===== src/design/gslc_pkg.sv =====
// ----------------------------------------------------------------------------
// gslc_pkg: shared types and constants for the glyph slot LRU cache
// Field widths, action and plan codes, and the controller/datapath interface.
// ----------------------------------------------------------------------------
package gslc_pkg;

  // default build parameters
  localparam int SLOTS_DEF     = 64;
  localparam int CODE_BITS_DEF = 16;

  // fixed field widths
  localparam int CHAR_W        = 16;
  localparam int ACTION_W      = 2;
  localparam int SLOT_OUT_W    = 6;
  localparam int OUT_TDATA_W   = 32;
  localparam int SLOT_COUNT_W  = 7;
  localparam int CFG_DATA_W    = 32;
  localparam int CFG_ADDR_W    = 3;

  localparam logic [SLOT_COUNT_W-1:0] SLOT_COUNT_RST = 7'd64;

  // register index, taken from paddr[2]
  localparam logic [0:0] REG_SLOT_COUNT = 1'b0;

  // used-mark generation tag; zero means never marked
  localparam int EPOCH_W = 8;
  localparam logic [EPOCH_W-1:0] EPOCH_FIRST = 8'd1;
  localparam logic [EPOCH_W-1:0] EPOCH_LAST  = 8'hFF;

  typedef enum logic [ACTION_W-1:0] {
    ACT_FETCH = 2'd0,
    ACT_PEEK  = 2'd1,
    ACT_FLUSH = 2'd2,
    ACT_CLEAR = 2'd3
  } action_t;

  typedef enum logic [1:0] {
    PLAN_NONE  = 2'd0,
    PLAN_HIT   = 2'd1,
    PLAN_ALLOC = 2'd2,
    PLAN_EVICT = 2'd3
  } plan_t;

  typedef struct packed {
    logic  accept;
    logic  scan_run;
    logic  plan_valid;
    plan_t plan;
    logic  shift_run;
    logic  front_wr;
    logic  finish;
  } dp_cmd_t;

  typedef struct packed {
    logic clearing;
    logic scan_done;
    logic found;
    logic is_fetch;
    logic room;
    logic shift_done;
    logic out_free;
  } dp_stat_t;

endpackage


===== src/design/gslc_ctrl.sv =====
// ----------------------------------------------------------------------------
// gslc_ctrl: sequencer for the glyph slot LRU cache
// Steps one word through scan, decision, recency shift and result.
// ----------------------------------------------------------------------------
module gslc_ctrl (
  input  logic                          clk,
  input  logic                          rst,
  input  logic                          s_axis_tvalid,
  output logic                          s_axis_tready,
  input  logic [gslc_pkg::ACTION_W-1:0] s_axis_tuser,
  output gslc_pkg::dp_cmd_t             cmd,
  input  gslc_pkg::dp_stat_t            st
);

  typedef enum logic [4:0] {
    ST_IDLE   = 5'b00001,
    ST_SCAN   = 5'b00010,
    ST_DECIDE = 5'b00100,
    ST_SHIFT  = 5'b01000,
    ST_FINISH = 5'b10000
  } state_t;

  state_t state;
  state_t state_next;
  gslc_pkg::action_t in_act;

  assign in_act = gslc_pkg::action_t'(s_axis_tuser);
  assign s_axis_tready = (state == ST_IDLE) && !st.clearing;

  always_ff @(posedge clk) begin
    if (rst) begin
      state <= ST_IDLE;
    end else begin
      state <= state_next;
    end
  end

  always_comb begin
    state_next = state;
    cmd        = '0;
    cmd.plan   = gslc_pkg::PLAN_NONE;
    unique case (state)
      ST_IDLE: begin
        if (s_axis_tvalid && !st.clearing) begin
          cmd.accept = 1'b1;
          if (in_act == gslc_pkg::ACT_FLUSH || in_act == gslc_pkg::ACT_CLEAR) begin
            state_next = ST_FINISH;
          end else begin
            state_next = ST_SCAN;
          end
        end
      end
      ST_SCAN: begin
        cmd.scan_run = 1'b1;
        if (st.scan_done) begin
          state_next = ST_DECIDE;
        end
      end
      ST_DECIDE: begin
        cmd.plan_valid = 1'b1;
        priority if (st.found) begin
          cmd.plan = gslc_pkg::PLAN_HIT;
        end else if (!st.is_fetch) begin
          cmd.plan = gslc_pkg::PLAN_NONE;
        end else if (st.room) begin
          cmd.plan = gslc_pkg::PLAN_ALLOC;
        end else begin
          cmd.plan = gslc_pkg::PLAN_EVICT;
        end
        state_next = (cmd.plan == gslc_pkg::PLAN_NONE) ? ST_FINISH : ST_SHIFT;
      end
      ST_SHIFT: begin
        cmd.shift_run = 1'b1;
        if (st.shift_done) begin
          cmd.front_wr = 1'b1;
          state_next   = ST_FINISH;
        end
      end
      ST_FINISH: begin
        if (st.out_free) begin
          cmd.finish = 1'b1;
          state_next = ST_IDLE;
        end
      end
      default: begin
        state_next = ST_IDLE;
      end
    endcase
  end

endmodule


===== config.mk =====
export PLATFORM = sky130hd
export DESIGN_NAME = gslc_ctrl
export DESIGN_NICKNAME = d
export VERILOG_FILES = /design/src/design/gslc_pkg.sv /design/src/design/gslc_ctrl.sv
export SDC_FILE = /design/constraint.sdc
export NUM_CORES = 1
export LEC_CHECK = 0
export ABC_AREA = 1
export BUFFER_PORTS_ARGS = -buffer_cell sky130_fd_sc_hd__clkbuf_2
export CAP_MARGIN = 20
export CORE_AREA = 8 8 45 47
export CTS_CLUSTER_SIZE = 25
export DETAILED_ROUTE_END_ITERATION = 10
export DIE_AREA = 0 0 53 55
export SYNTH_ARGS = -nofsm -noshare
export SYNTH_HDL_FRONTEND = slang
export SYNTH_SLANG_ARGS = --single-unit

===== constraint.sdc =====
create_clock -name clk -period 1.07 [get_ports clk]
set_input_delay 0.107 -clock clk [delete_from_list [all_inputs] [get_ports clk]]
set_output_delay 0.107 -clock clk [all_outputs]
set_load 0.05 [all_outputs]

==> metrics.md <==
| Metric | Value |
|---|---|
| Status | `finished with violations` |
| Failing checks | `setup timing` |
| Largest net degree at the start of global routing | `9` |
| Fin crit period | `1380 ps` |
| Die area | `2920 um2` |
| H-tree depth | `1` |
| Cells along the critical path | `nor2_4, nand3_4, nor2_4, buf_12` |
| P_sw | `0.413 mW` |
| Layout cells sized above 1 | `0.710` |
| ANT nets after route | `0` |
| Static leakage | `0.396 nW` |
| TritonCTS clock tree | `built` |
| Detailed-placement wirelength estimate | `980 um` |
| Worst endpoint data arrival time | `1270 ps` |
| Buf+Inv Stages, Crit Path | `1` |
| Final Wtd Congestion | `0.832` |
| Synthesized area per cell | `5.89 um2` |
| Worst-Margin Slew | `263 ps` |
| Clk Latency, worst-skew pair | `250 ps` |
| # rows | `14` |
| Post-synthesis compound-gate area fraction | `0.0697` |
| Syn nets | `73` |
| Final core occ | `0.672` |
| Cell mode on critical path | `nor2_4` |
| Crit Path Class | `reg -> out` |
| Post-synthesis sequential area ratio | `0.279` |
| Largest register FFs | `5` |
| Fin. max-slew vios | `0` |
| Initial antenna violation count | `0` |
| Reg2reg start | `state[1]` |
| Clock slew at reported path FFs | `50 ps` |
| Synth Register Bits | `5` |
| Sw Share | `0.417` |
| Sequential fraction of design power | `0.240` |
| Unrepaired setup endpoints after global routing | `true` |
| Final hold vios | `0` |
| Combinational Power Share | `0.535` |
| GRT Total Usage | `0.101` |
| Skew final | `3.27 ps` |
| Period utilization | `1.29` |
| Worst Slack Setup Final | `-305 ps` |
| WP data required | `960 ps` |
| Hold endpoint | `state[3]` |
| Antenna diode count | `0` |
| Internal power | `0.576 mW` |
| Core ar. | `1380 um2` |
| First-pass GRT wire length | `2260 um` |
| Worst path top cell family by delay | `simple AND/OR/NAND/NOR gates` |
| Reg-to-reg endpoint | `state[1]` |
| Drt first pass iters | `4` |
| Wirelength per Cell | `12.2 um` |
| Top reg by flops | `state` |
| Die span in x | `53 um` |
| Peak supply drop | `0.800 mV` |
| Cts-stage hold buffer count | `0` |
| Io pins | `21` |
| Relative slew slack | `0.824` |
| Synth Area in Adders | `0` |
| Starting density of the core | `0.259` |
| Worst hold path depth | `2` |
| Die Y | `55 um` |
| Setup crit start kind | `register` |
| Nets | `113` |
| Xor/xnor share of the synthesized area | `0` |
| Largest registers | `state x5` |
| R2r setup slk | `-240 ps` |
| Via Count | `513` |
| TritonCTS buffer count | `3` |
| Fmax | `0.727 GHz` |
| Grt peak-use layer | `met2` |
| PwrDens | `1060 nW/um2` |
| Cells after Synth | `61` |
| Clock buffer depth | `2` |
| Met3 Use GR | `0.0374` |
| Clock share of power | `0.226` |
| Hold WC Path Type | `in -> reg` |
| Reg2Reg Depth | `8` |
| Largest family of logic cells by synthesized area | `simple AND/OR/NAND/NOR gates` |
| Vias in the first global route | `562` |
| # clock sinks | `5` |
| M1 GR Usage | `0.105` |
| DRC viols | `0` |
| Post-Syn Area | `359 um2` |
| Yosys warning count | `0` |
| Total gr overflow | `0` |
| Number of port buffers | `19` |
| Fillers | `114` |
| Clk root buf | `clkbuf_4` |
| Area growth, synth to finish | `159%` |
| Simple-gate portion of the synthesized area | `0.516` |
| Mux contribution to synthesized area | `0` |
| Cell variety after synth | `13` |
| Max Cap Viol | `0` |
| Max incr delay on CP | `360 ps` |
| Hold path startpoint | `rst` |
| Routed WL | `1420 um` |
| CP endpoint kind | `output pin` |
| Place WS | `-165 ps` |
| Worst-path maximum fanout | `6` |
| Via density | `4.42` |
| Setup violations, final | `14` |
| Drt initial violations | `4` |
| Met2 usage | `0.188` |
| Slowest CP cell | `dfxtp_4` |
[power by group through the flow]
stage          Combinational [mW]  Clock [mW]  Sequential [mW]
2_1_floorplan               0.279           0            0.233
3_3_place_gp                0.416           0            0.235
3_5_place_dp                0.424           0            0.237
4_1_cts                     0.485       0.230            0.237
5_1_grt                     0.572       0.246            0.240
6_report                    0.529       0.223            0.237
[area by class of cell]
| type | count | area [um2] | share of cell area |
|---|---|---|---|
| Tap cell | 16 | 20.0 | 0.0215 |
| Inverter | 13 | 66.3 | 0.0713 |
| Multi-Input combinational cell | 43 | 345 | 0.371 |
| Sequential cell | 5 | 114 | 0.122 |
| Timing Repair Buffer | 35 | 358 | 0.385 |
| Clock buffer | 4 | 26.3 | 0.0283 |
[cell families after synthesis]
| group | after synthesis |
|---|---|
| flip-flops | 5 |
| AND/OR/NAND/NOR | 38 |
| AO/OA/AOI/OAI | 5 |
| buffers and inverters | 13 |
[through the flow]
stage	total power [mW]	TNS [ps]	std cells	instance area (um2)	hold WS, ps
after floorplan	0.512	-585	61	463	169
after global placement	0.652	-884	98	728	334
after detailed placement	0.661	-1290	98	728	342
after CTS	0.952	-3440	110	855	74.3
after global routing	1.06	-4590	116	930	111
final	0.989	-3630	116	930	96.0
[synth_stat cells, drive strengths merged]
master   n  share of area
o21ai    1          0.014
inv     13           0.14
nand4    5          0.087
nand2   10           0.10
nor3     1          0.014
nand3    6           0.11
a21oi    4          0.056
nand3b   1          0.021
nor2    15           0.18
dfxtp    5           0.28
[worst reg2reg max path, cell delays in order, from the launching register on]
cell and delay [ps]:
dfxtp_4 360, nor2_4 50, buf_4 130, buf_4 130, nand4_1 140, nand2_2 90
nor2_4 150, nand2_1 60, a21oi_1 110
[layout by cell type (no fill, tap or decap), drive strengths merged]
| cell type | count |
|---|---|
| buf | 25 |
| nor2 | 15 |
| clkbuf | 14 |
| inv | 11 |
| nand2 | 10 |
| nand3 | 6 |
| nand4 | 5 |
| dfxtp | 5 |
| a21oi | 4 |
| clkinvlp | 2 |
| o21ai | 1 |
| nor3 | 1 |
| nand3b | 1 |
[repair_timing]
action	4_1_cts	5_1_grt
setup endpoints to repair	14	14
gates resized for setup	11	9
pin swaps	7	9
setup buffers	8	7
[worst max path at each step]
stage | to | depth (start not counted) | from
after detailed placement | state[1] | 5 | state[3]
after global routing | cmd[7] | 5 | state[0]
after global placement | state[0] | 6 | state[3]
final | s_axis_tready | 4 | state[3]
after CTS | cmd[3] | 6 | state[0]
after floorplan | cmd[3] | 5 | state[1]
[layer usage]
metal,up-vias,share of wire
met5,-,0
met2,14,0.56
met4,0,0
li1,274,-
met3,0,0.047
met1,225,0.39
Power figures use the tool's default switching activity.
